## config.mk

```make
export PLATFORM = sky130hd
export DESIGN_NAME = midi1_bytes_to_ump_packets_top
export DESIGN_NICKNAME = d
export VERILOG_FILES = /design/src/rtl/m1ump_pkg.sv /design/src/rtl/m1ump_front.sv /design/src/rtl/m1ump_queue.sv /design/src/rtl/m1ump_back.sv /design/src/rtl/midi1_bytes_to_ump_packets_top.sv
export SDC_FILE = /design/constraint.sdc
export NUM_CORES = 1
export LEC_CHECK = 0
export ABC_AREA = 1
export CAP_MARGIN = 40
export CORE_ASPECT_RATIO = 0.9
export CORE_UTILIZATION = 55
export CTS_CLUSTER_SIZE = 16
export DETAILED_ROUTE_END_ITERATION = 10
export DONT_BUFFER_PORTS = 1
export GPL_TIMING_DRIVEN = 0
export MAX_ROUTING_LAYER = met4
export PLACE_DENSITY = 0.79
export SETUP_SLACK_MARGIN = 0.4
export SLEW_MARGIN = 20
export SYNTH_ARGS = -nofsm -noshare
export SYNTH_HDL_FRONTEND = slang
export SYNTH_HIERARCHICAL = 1
export SYNTH_SLANG_ARGS = --single-unit
```

## constraint.sdc

```tcl
create_clock -name clk -period 7.6 [get_ports clk]
set_clock_uncertainty 0.2 [all_clocks]
set_input_delay 0.76 -clock clk [delete_from_list [all_inputs] [get_ports clk]]
set_output_delay 0.76 -clock clk [all_outputs]
set_load 0.01 [all_outputs]
```

## src/rtl/m1ump_pkg.sv

```systemverilog
package m1ump_pkg;

    // UMP message type nibbles
    localparam logic [3:0] MT_SYSTEM   = 4'h1;
    localparam logic [3:0] MT_MIDI1_CV = 4'h2;
    localparam logic [3:0] MT_DATA_64  = 4'h3;

    // SysEx7 packet status nibbles
    localparam logic [3:0] SX_COMPLETE = 4'h0;
    localparam logic [3:0] SX_START    = 4'h1;
    localparam logic [3:0] SX_CONTINUE = 4'h2;
    localparam logic [3:0] SX_END      = 4'h3;

    // Number of payload bytes in one SysEx7 packet
    localparam int          SX_MAX   = 6;
    localparam logic [2:0]  SX_FULL  = 3'(SX_MAX);

    // MIDI 1.0 status bytes and status nibbles
    localparam logic [7:0] ST_SYSEX_START = 8'hF0;
    localparam logic [7:0] ST_MTC_QFRAME  = 8'hF1;
    localparam logic [7:0] ST_SONG_POS    = 8'hF2;
    localparam logic [7:0] ST_SONG_SEL    = 8'hF3;
    localparam logic [7:0] ST_TUNE_REQ    = 8'hF6;
    localparam logic [7:0] ST_SYSEX_END   = 8'hF7;
    localparam logic [7:0] ST_NONE        = 8'h00;

    localparam logic [3:0] NIB_NOTE_OFF   = 4'h8;
    localparam logic [3:0] NIB_NOTE_ON    = 4'h9;
    localparam logic [3:0] NIB_POLY_PRESS = 4'hA;
    localparam logic [3:0] NIB_CONTROL    = 4'hB;
    localparam logic [3:0] NIB_PROGRAM    = 4'hC;
    localparam logic [3:0] NIB_CHAN_PRESS = 4'hD;
    localparam logic [3:0] NIB_PITCH_BEND = 4'hE;
    localparam logic [3:0] NIB_SYSTEM     = 4'hF;

    // Data byte count codes for a status byte
    localparam logic [1:0] NEED_0    = 2'd0;
    localparam logic [1:0] NEED_1    = 2'd1;
    localparam logic [1:0] NEED_2    = 2'd2;
    localparam logic [1:0] NEED_NONE = 2'd3;

    // Packet queue between the parser and the output stage
    localparam int QDEPTH = 4;
    localparam int QAW    = $clog2(QDEPTH);
    localparam int QCW    = $clog2(QDEPTH + 1);

    typedef struct packed {
        logic [31:0] word_first;
        logic [31:0] word_second;
        logic        two_words;
    } pkt_t;

    // One queue entry holds every packet caused by one input byte. A second
    // packet only occurs after a SysEx flush, and then it is a 32-bit word.
    typedef struct packed {
        logic        has_second;
        pkt_t        pkt0;
        logic [31:0] word1;
    } entry_t;

    function automatic logic [1:0] data_count(input logic [7:0] st);
        logic [1:0] n;
        begin
            n = NEED_NONE;
            case (st[7:4])
                NIB_NOTE_OFF, NIB_NOTE_ON, NIB_POLY_PRESS, NIB_CONTROL,
                NIB_PITCH_BEND: n = NEED_2;
                NIB_PROGRAM, NIB_CHAN_PRESS: n = NEED_1;
                NIB_SYSTEM:
                begin
                    case (st)
                        ST_MTC_QFRAME, ST_SONG_SEL: n = NEED_1;
                        ST_SONG_POS: n = NEED_2;
                        ST_TUNE_REQ: n = NEED_0;
                        default: n = NEED_NONE;
                    endcase
                end
                default: n = NEED_NONE;
            endcase
            return n;
        end
    endfunction

endpackage

```

## src/rtl/m1ump_front.sv

```systemverilog
module m1ump_front (
    input  logic                clk,
    input  logic                rst_n,
    input  logic                cfg_we,
    input  logic [3:0]          group,
    input  logic                in_fire,
    input  logic [7:0]          stream_byte,
    output logic                q_push,
    output m1ump_pkg::entry_t   q_entry
);

    localparam int SX_MAX_IDX = m1ump_pkg::SX_MAX - 1;

    logic [3:0] group_reg;
    logic [7:0] rs_reg, rs_next;
    logic       fdv_reg, fdv_next;
    logic [6:0] fd_reg, fd_next;
    logic       act_reg, act_next;
    logic [2:0] fill_reg, fill_next;
    logic       started_reg, started_next;
    logic [6:0] pay_reg [SX_MAX_IDX:0];

    logic       is_rt, is_status, sx_data, flush, eox, sx_full;
    logic [2:0] fill_inc, n_bytes;
    logic [6:0] pay_m [SX_MAX_IDX:0];
    logic [7:0] b [SX_MAX_IDX:0];
    logic [3:0] sx_st;
    logic       sx_emit, word_emit;
    logic [3:0] w_mt;
    logic [7:0] w_st, w_d1, w_d2;
    logic [1:0] need_b, need_r;
    logic       rs_sys;
    logic [31:0] sx_wf, sx_ws, w_wf;

    assign is_rt     = (stream_byte[7:3] == 5'b11111);
    assign is_status = stream_byte[7];
    assign sx_data   = act_reg && !is_status;
    assign eox       = act_reg && (stream_byte == m1ump_pkg::ST_SYSEX_END);
    assign flush     = act_reg && is_status && !is_rt
                       && (stream_byte != m1ump_pkg::ST_SYSEX_START)
                       && (stream_byte != m1ump_pkg::ST_SYSEX_END);
    assign fill_inc  = fill_reg + 3'd1;
    assign sx_full   = sx_data && (fill_inc == m1ump_pkg::SX_FULL);
    assign n_bytes   = sx_full ? m1ump_pkg::SX_FULL : fill_reg;
    assign need_b    = m1ump_pkg::data_count(stream_byte);
    assign need_r    = m1ump_pkg::data_count(rs_reg);
    assign rs_sys    = (rs_reg[7:4] == m1ump_pkg::NIB_SYSTEM);

    // Payload view that already holds the byte arriving this cycle.
    always_comb
    begin
        for (int i = 0; i < m1ump_pkg::SX_MAX; i++)
        begin
            pay_m[i] = (sx_data && (fill_reg == 3'(i))) ? stream_byte[6:0] : pay_reg[i];
            b[i]     = (3'(i) < n_bytes) ? {1'b0, pay_m[i]} : 8'h00;
        end
    end

    always_comb
    begin
        if (sx_full)
            sx_st = started_reg ? m1ump_pkg::SX_CONTINUE : m1ump_pkg::SX_START;
        else
            sx_st = started_reg ? m1ump_pkg::SX_END : m1ump_pkg::SX_COMPLETE;
    end

    assign sx_emit = flush || eox || sx_full;
    assign sx_wf = {m1ump_pkg::MT_DATA_64, group_reg, sx_st, 1'b0, n_bytes, b[0], b[1]};
    assign sx_ws = {b[2], b[3], b[4], b[5]};

    always_comb
    begin
        rs_next      = rs_reg;
        fdv_next     = fdv_reg;
        fd_next      = fd_reg;
        act_next     = act_reg;
        fill_next    = fill_reg;
        started_next = started_reg;
        word_emit    = 1'b0;
        w_mt         = m1ump_pkg::MT_SYSTEM;
        w_st         = stream_byte;
        w_d1         = 8'h00;
        w_d2         = 8'h00;
        if (is_rt)
        begin
            word_emit = 1'b1;
        end
        else if (stream_byte == m1ump_pkg::ST_SYSEX_START)
        begin
            rs_next      = m1ump_pkg::ST_NONE;
            fdv_next     = 1'b0;
            act_next     = 1'b1;
            fill_next    = 3'd0;
            started_next = 1'b0;
        end
        else if (stream_byte == m1ump_pkg::ST_SYSEX_END)
        begin
            if (act_reg)
            begin
                act_next     = 1'b0;
                fill_next    = 3'd0;
                started_next = 1'b0;
            end
            rs_next = m1ump_pkg::ST_NONE;
        end
        else if (sx_data)
        begin
            if (sx_full)
            begin
                fill_next    = 3'd0;
                started_next = 1'b1;
            end
            else
            begin
                fill_next = fill_inc;
            end
        end
        else
        begin
            if (act_reg)
            begin
                act_next     = 1'b0;
                fill_next    = 3'd0;
                started_next = 1'b0;
            end
            if (is_status)
            begin
                rs_next  = (need_b == m1ump_pkg::NEED_NONE) ? m1ump_pkg::ST_NONE : stream_byte;
                fdv_next = 1'b0;
                if (need_b == m1ump_pkg::NEED_0)
                begin
                    word_emit = 1'b1;
                    rs_next   = m1ump_pkg::ST_NONE;
                end
            end
            else if (rs_reg != m1ump_pkg::ST_NONE)
            begin
                w_mt = rs_sys ? m1ump_pkg::MT_SYSTEM : m1ump_pkg::MT_MIDI1_CV;
                w_st = rs_reg;
                case (need_r)
                    m1ump_pkg::NEED_1:
                    begin
                        word_emit = 1'b1;
                        w_d1      = {1'b0, stream_byte[6:0]};
                        if (rs_sys)
                            rs_next = m1ump_pkg::ST_NONE;
                    end
                    m1ump_pkg::NEED_2:
                    begin
                        if (!fdv_reg)
                        begin
                            fd_next  = stream_byte[6:0];
                            fdv_next = 1'b1;
                        end
                        else
                        begin
                            word_emit = 1'b1;
                            w_d1      = {1'b0, fd_reg};
                            w_d2      = {1'b0, stream_byte[6:0]};
                            fdv_next  = 1'b0;
                            if (rs_sys)
                                rs_next = m1ump_pkg::ST_NONE;
                        end
                    end
                    default: rs_next = m1ump_pkg::ST_NONE;
                endcase
            end
        end
    end

    assign w_wf = {w_mt, group_reg, w_st, w_d1, w_d2};

    always_comb
    begin
        q_push                       = in_fire && (sx_emit || word_emit);
        q_entry.has_second           = sx_emit && word_emit;
        q_entry.pkt0.word_first      = sx_emit ? sx_wf : w_wf;
        q_entry.pkt0.word_second     = sx_emit ? sx_ws : 32'h0;
        q_entry.pkt0.two_words       = sx_emit;
        q_entry.word1                = w_wf;
    end

    always_ff @(posedge clk or negedge rst_n)
    begin
        if (!rst_n)
        begin
            group_reg   <= 4'h0;
            rs_reg      <= m1ump_pkg::ST_NONE;
            fdv_reg     <= 1'b0;
            fd_reg      <= 7'h00;
            act_reg     <= 1'b0;
            fill_reg    <= 3'd0;
            started_reg <= 1'b0;
        end
        else
        begin
            if (cfg_we)
                group_reg <= group;
            if (in_fire)
            begin
                rs_reg      <= rs_next;
                fdv_reg     <= fdv_next;
                fd_reg      <= fd_next;
                act_reg     <= act_next;
                fill_reg    <= fill_next;
                started_reg <= started_next;
            end
        end
    end

    always_ff @(posedge clk)
    begin
        if (in_fire && sx_data)
            pay_reg[fill_reg] <= stream_byte[6:0];
    end

endmodule

```

## src/rtl/m1ump_queue.sv

```systemverilog
module m1ump_queue (
    input  logic                clk,
    input  logic                rst_n,
    input  logic                wr_en,
    input  m1ump_pkg::entry_t   wr_data,
    input  logic                rd_en,
    output m1ump_pkg::entry_t   head,
    output logic                q_empty,
    output logic                q_full
);

    m1ump_pkg::entry_t             mem_reg [m1ump_pkg::QDEPTH-1:0];
    logic [m1ump_pkg::QAW-1:0]     wp_reg, rp_reg;
    logic [m1ump_pkg::QCW-1:0]     cnt_reg, cnt_next;
    logic                          do_wr, do_rd;

    assign q_empty = (cnt_reg == '0);
    assign q_full  = (cnt_reg == m1ump_pkg::QCW'(m1ump_pkg::QDEPTH));
    assign do_wr   = wr_en && !q_full;
    assign do_rd   = rd_en && !q_empty;
    assign head    = mem_reg[rp_reg];

    always_comb
    begin
        cnt_next = cnt_reg;
        if (do_wr && !do_rd)
            cnt_next = cnt_reg + 1'b1;
        else if (do_rd && !do_wr)
            cnt_next = cnt_reg - 1'b1;
    end

    always_ff @(posedge clk or negedge rst_n)
    begin
        if (!rst_n)
        begin
            wp_reg  <= '0;
            rp_reg  <= '0;
            cnt_reg <= '0;
        end
        else
        begin
            cnt_reg <= cnt_next;
            if (do_wr)
                wp_reg <= wp_reg + 1'b1;
            if (do_rd)
                rp_reg <= rp_reg + 1'b1;
        end
    end

    always_ff @(posedge clk)
    begin
        if (do_wr)
            mem_reg[wp_reg] <= wr_data;
    end

endmodule

```

## src/rtl/m1ump_back.sv

```systemverilog
module m1ump_back (
    input  logic                clk,
    input  logic                rst_n,
    input  m1ump_pkg::entry_t   head,
    input  logic                q_empty,
    input  logic                pop,
    output logic                q_pop,
    output logic                empty,
    output logic [31:0]         word_first,
    output logic [31:0]         word_second,
    output logic                two_words,
    output logic                last
);

    // Set while the second packet of the head entry is on the ports.
    logic sub_reg;
    logic fire;

    assign empty       = q_empty;
    assign fire        = pop && !q_empty;
    assign last        = sub_reg || !head.has_second;
    assign q_pop       = fire && last;
    assign word_first  = sub_reg ? head.word1 : head.pkt0.word_first;
    assign word_second = sub_reg ? 32'h0 : head.pkt0.word_second;
    assign two_words   = sub_reg ? 1'b0 : head.pkt0.two_words;

    always_ff @(posedge clk or negedge rst_n)
    begin
        if (!rst_n)
            sub_reg <= 1'b0;
        else if (fire)
            sub_reg <= !last;
    end

endmodule

```

## src/rtl/midi1_bytes_to_ump_packets_top.sv

```systemverilog
// MIDI 1.0 byte stream to Universal MIDI Packet translator. Push one raw MIDI
// byte per transaction on stream_byte; pop UMP packets from the result side.
// Channel-voice messages come out as 32-bit MIDI 1.0 words (type 2), system
// common and real-time messages as 32-bit system words (type 1), and SysEx
// as 64-bit SysEx7 packets (type 3, two_words high) of up to six payload
// bytes. Running status is honored, real-time bytes pass through anywhere,
// stray data bytes and the undefined statuses F4/F5 are dropped. A status
// byte that aborts a SysEx yields the flushed end packet and then, for Tune
// Request, its own word; last marks the final packet caused by one byte.
// Every packet carries the group written through cfg_we/group, which should
// only be changed while the block is idle. Rate: one input byte is accepted
// every clock cycle unless full; a byte's packets reach the result ports
// from the head of a four-entry packet queue between the parser and the
// output stage; push is refused only when that queue is full. A byte that
// causes two packets occupies one queue entry but takes two pop transactions.

module midi1_bytes_to_ump_packets_top (
    input  logic        clk,
    input  logic        rst_n,
    input  logic        cfg_we,
    input  logic [3:0]  group,
    input  logic        push,
    output logic        full,
    input  logic [7:0]  stream_byte,
    output logic        empty,
    input  logic        pop,
    output logic [31:0] word_first,
    output logic [31:0] word_second,
    output logic        two_words,
    output logic        last
);

    logic              in_fire;
    logic              q_push;
    logic              q_pop;
    logic              q_empty;
    m1ump_pkg::entry_t q_entry;
    m1ump_pkg::entry_t q_head;

    // A transaction on the input side is taken whenever the queue has room.
    assign in_fire = push && !full;

    // Parser: running status, pending data byte and the SysEx7 assembler.
    m1ump_front u_front (
        .clk         (clk),
        .rst_n       (rst_n),
        .cfg_we      (cfg_we),
        .group       (group),
        .in_fire     (in_fire),
        .stream_byte (stream_byte),
        .q_push      (q_push),
        .q_entry     (q_entry)
    );

    // Packet queue decouples the parser from the consumer.
    m1ump_queue u_queue (
        .clk     (clk),
        .rst_n   (rst_n),
        .wr_en   (q_push),
        .wr_data (q_entry),
        .rd_en   (q_pop),
        .head    (q_head),
        .q_empty (q_empty),
        .q_full  (full)
    );

    // Output stage: presents one packet at a time from the head entry.
    m1ump_back u_back (
        .clk         (clk),
        .rst_n       (rst_n),
        .head        (q_head),
        .q_empty     (q_empty),
        .pop         (pop),
        .q_pop       (q_pop),
        .empty       (empty),
        .word_first  (word_first),
        .word_second (word_second),
        .two_words   (two_words),
        .last        (last)
    );

    // Only a SysEx flush is ever followed by another packet from the same byte.
    a_not_last_is_sysex: assert property (@(posedge clk) disable iff (!rst_n)
        (!empty && !last) |-> two_words)
        else $error("non-final packet is not a SysEx7 packet");

    // 64-bit packets are data type, 32-bit packets carry a zero second word.
    a_packet_shape: assert property (@(posedge clk) disable iff (!rst_n)
        !empty |-> (two_words ? (word_first[31:28] == m1ump_pkg::MT_DATA_64)
                              : (word_second == 32'h0)))
        else $error("packet type and width disagree");

    // A full queue always has a packet to show.
    a_full_not_empty: assert property (@(posedge clk) disable iff (!rst_n)
        full |-> !empty)
        else $error("queue full while result side empty");

    // A packet that is not popped stays on the result ports unchanged.
    a_result_holds: assert property (@(posedge clk) disable iff (!rst_n)
        (!empty && !pop) |=> (!empty && $stable(word_first) && $stable(word_second)
                              && $stable(two_words) && $stable(last)))
        else $error("waiting result changed before it was popped");

endmodule
```

==> metrics <==
status finished clean; PwrDens 337 nW/um^2; Max Fclk 0.217 GHz; CP cell instances nand2_1 -> nor2_1 -> nand3_1 -> nand2_1 -> nand3_1 -> inv_1 -> ha_1 -> clkbuf_1 -> nand2_1 -> nand2_1 -> nand2_1 -> inv_1 -> o21ai_0 -> nand2_1 -> nand2_1 -> nand3_1 -> nand2_1 -> inv_1 -> nand2_1 -> nor2_4 -> buf_16 -> buf_16 -> buf_12 -> buf_16; reg2reg start u_front/rs_reg[6]; pre-CTS setup slack 2960 ps; Final setup viols 0; FFs w/ async S/R, synth 0.0707; largest family of logic cells by synthesized area simple AND/OR/NAND/NOR gates; area of the mapped netlist 21200 sq um; worst reg2reg setup slack 2990 ps; # nets final 2054; EDFF count, synth 434; Critical Path RT 7660 ps; IO Pins 85; clk_lat worst skew 550 ps; Synth Area in Compound Gates 0.0928; setup TNS 0 ps; vias in the first global route 14200; Max stage delay on crit path 500 ps; hold path start stream_byte[0]; yosys warns 6; gr usage total 0.278; Synth cell types 37; CP max-delay cell nor2_4; Post-CTS Setup Inserts 0; grt total ovfl 0; RSZ-0062 raised after global routing no; Final period util 0.606; Worst-path clk slew 60 ps; max-cap violation count 0; hold depth 0; PortBufs 0; Post-Synth XOR/XNOR Area 0.000412; Area growth, synth to finish 12.2%; DR pass1 iterations 8; Core Box Area 37600 sq um; DRC Markers 0; initial antenna violation count 0; reg2reg path depth 24; antenna-violating nets left 0; clk root buf clkbuf_16; CTS buffer count 47; hold_ws 98.2 ps; Slew Limit Fails 0; pin count of the biggest net entering global routing 34; Critical Path Sink Type register; Max-slew headroom 0.474; final worst path period need 4610 ps; Die H 188 microns; RR Endpoint u_queue/mem_reg[2][63]; detailed placer's ending HPWL 34300 microns; CTS resizes 0; mux contribution to synthesized area 0.00212; area post-placement 22300 sq um; overall die width 209 microns; Pleak 0.00997 uW; clk buf depth 3; startpoint types register; DR vias 14500; Final WS setup 2990 ps; TritonCTS Sinks 467; Crit path top cell by count nand2_1; diode count 0; wire length per cell 20.3 microns; CTS tree built; critical path data arrival time 4670 ps; worst slew pin tran 787 ps; Overall Power 8030 uW; Top FF cell, synth edfxtp_1; syn_area_per_cell 11.0 sq um; HP Class in2reg; Site Rows 67; sequential area share after synthesis 0.652; Synth Area in Simple Gates 0.145; Post-Synthesis Cells 1939; Crit Path Max Fanout 21; DR iter-0 viols 1498; routed vias/inst 5.72; H-tree depth 2; final instance area 23800 sq um; GPL Wtd Cong 0.916; first-pass GRT wire length 80700 microns; Fill cells 2697; CP top delay family simple AND/OR/NAND/NOR gates; crit path kind reg2reg; Largest register FFs 392; routed wire length 51700 microns; synthesis-stage register bit count 467; adder-cell share of the synthesized area 0.00919; WHS Endpoint u_front/pay_reg[3][0]; share of post-route cells with drive strength above 1 0.116; Stages on worst setup path 24; Worst Path Buf+Inv 8; endpoints failing hold 0; VDD IR max 236 uV; Die ar. 39400 sq um; Initial Util 0.564
[timing repair]
action | CTS | global route
hold endpoints to repair | 33 | 0
setup endpoints to repair | 0 | 0
hold buffers | 2 | 0
[kinds of logic (layout without fill, tap and decap cells)]
family                     after synthesis  in the layout
muxes                                    4              4
DFF                                    467            467
xor gates and xnor gates                 1              1
other                                    1             12
buffers and inverters                  423            532
AOI/OAI and AO/OA                      289            289
and+or+nand+nor                        739            739
adders and majority gates               15             15
[through the flow]
step / instances / util
after detailed placement: 2450 / 0.593
after floorplan: 1950 / -
final: 2542 / 0.633
after global routing: 2542 / 0.633
after global placement: 2433 / 0.581
after CTS: 2538 / 0.632
[per-layer routing]
layer  share of wire  vias up  global-route usage
met2            0.47      733               0.436
met3           0.094      128              0.0338
met5               0        -                   -
met4           0.030        0              0.0908
li1                -     6686                   -
met1            0.41     7001               0.380
[worst reg2reg max path: stages (launching register included)]
cell,delay (ps)
dfrtp_1,450
nand2_1,120
nor2_1,230
nand3_1,140
nand2_1,80
nand3_1,110
inv_1,80
ha_1,210
clkbuf_1,380
nand2_1,90
nand2_1,70
nand2_1,40
inv_1,40
o21ai_0,80
nand2_1,70
nand2_1,60
nand3_1,100
nand2_1,60
inv_1,100
nand2_1,280
nor2_4,500
buf_16,240
buf_16,180
buf_12,200
buf_16,200
[layout make-up]
| class | instances | area (sq um) | area share |
|---|---|---|---|
| well taps | 483 | 604 | 0.0254 |
| plain buffers | 111 | 905 | 0.0380 |
| clock buffers | 72 | 1320 | 0.0554 |
| multi-input cells | 1060 | 5390 | 0.226 |
| repair buffers | 23 | 448 | 0.0188 |
| inverters | 312 | 1170 | 0.0493 |
| flip-flops and latches | 467 | 13900 | 0.582 |
| clock inverters | 14 | 129 | 0.00541 |
[where the power goes]
part | internal [uW] | switching [uW] | leakage [uW]
registers | 2950 | 64.8 | 0.00457
clock network | 1260 | 926 | 0.000699
logic | 845 | 1980 | 0.00471
[worst max-delay path by stage]
stage | start | endpoint | slack (ps)
final | u_front/rs_reg[6] | u_queue/mem_reg[2][63] | 2990
after global placement | stream_byte[3] | u_queue/mem_reg[2][60] | -3120
after floorplan | stream_byte[3] | u_queue/mem_reg[0][0] | 620
after CTS | u_front/rs_reg[6] | u_queue/mem_reg[2][64] | 3030
after global routing | u_front/rs_reg[6] | u_queue/mem_reg[2][68] | 2590
after detailed placement | stream_byte[3] | u_queue/mem_reg[2][60] | 2960
[cells in the mapped netlist, types with 4 or more instances]
| cell | n | area share |
|---|---|---|
| nor2_2 | 10 | 0.0029 |
| nor3b_1 | 15 | 0.0053 |
| o22ai_1 | 5 | 0.0015 |
| nor2_1 | 67 | 0.012 |
| buf_2 | 23 | 0.0054 |
| dfrtp_1 | 33 | 0.039 |
| nor2_4 | 13 | 0.0069 |
| nand2_2 | 6 | 0.0018 |
| nor3_1 | 15 | 0.0035 |
| o21ai_1 | 18 | 0.0042 |
| nand4_1 | 4 | 0.0012 |
| inv_2 | 8 | 0.0014 |
| inv_1 | 301 | 0.053 |
| o21ai_0 | 40 | 0.0094 |
| nand3_1 | 50 | 0.012 |
| buf_6 | 41 | 0.022 |
| nand2_1 | 554 | 0.098 |
| a21oi_1 | 20 | 0.0047 |
| ha_1 | 14 | 0.0082 |
| edfxtp_1 | 434 | 0.61 |
| clkbuf_1 | 9 | 0.0016 |
| mux2_2 | 4 | 0.0021 |
| o211ai_1 | 203 | 0.072 |
| buf_4 | 36 | 0.013 |
[placed cells by master (no fill, tap or decap), types with 5 or more instances in the layout]
cell	netlist	layout
buf_4	36	36
nor2_1	67	63
a21oi_1	20	20
nand2_2	6	6
ha_1	14	14
edfxtp_1	434	434
clkbuf_16	0	47
nor3_1	15	15
nor3b_1	15	15
dfrtp_1	33	33
buf_2	23	24
buf_6	41	41
o21ai_1	18	18
nand3_1	50	50
clkbuf_8	0	5
conb_1	1	12
o21ai_0	40	40
o211ai_1	203	203
clkbuf_1	9	29
buf_16	0	7
inv_2	8	8
nor2_2	10	10
nor2_4	13	17
buf_12	1	12
nand2_1	554	554
inv_1	301	301
o22ai_1	5	5
clkinv_2	0	6
Power figures use the tool's default switching activity.
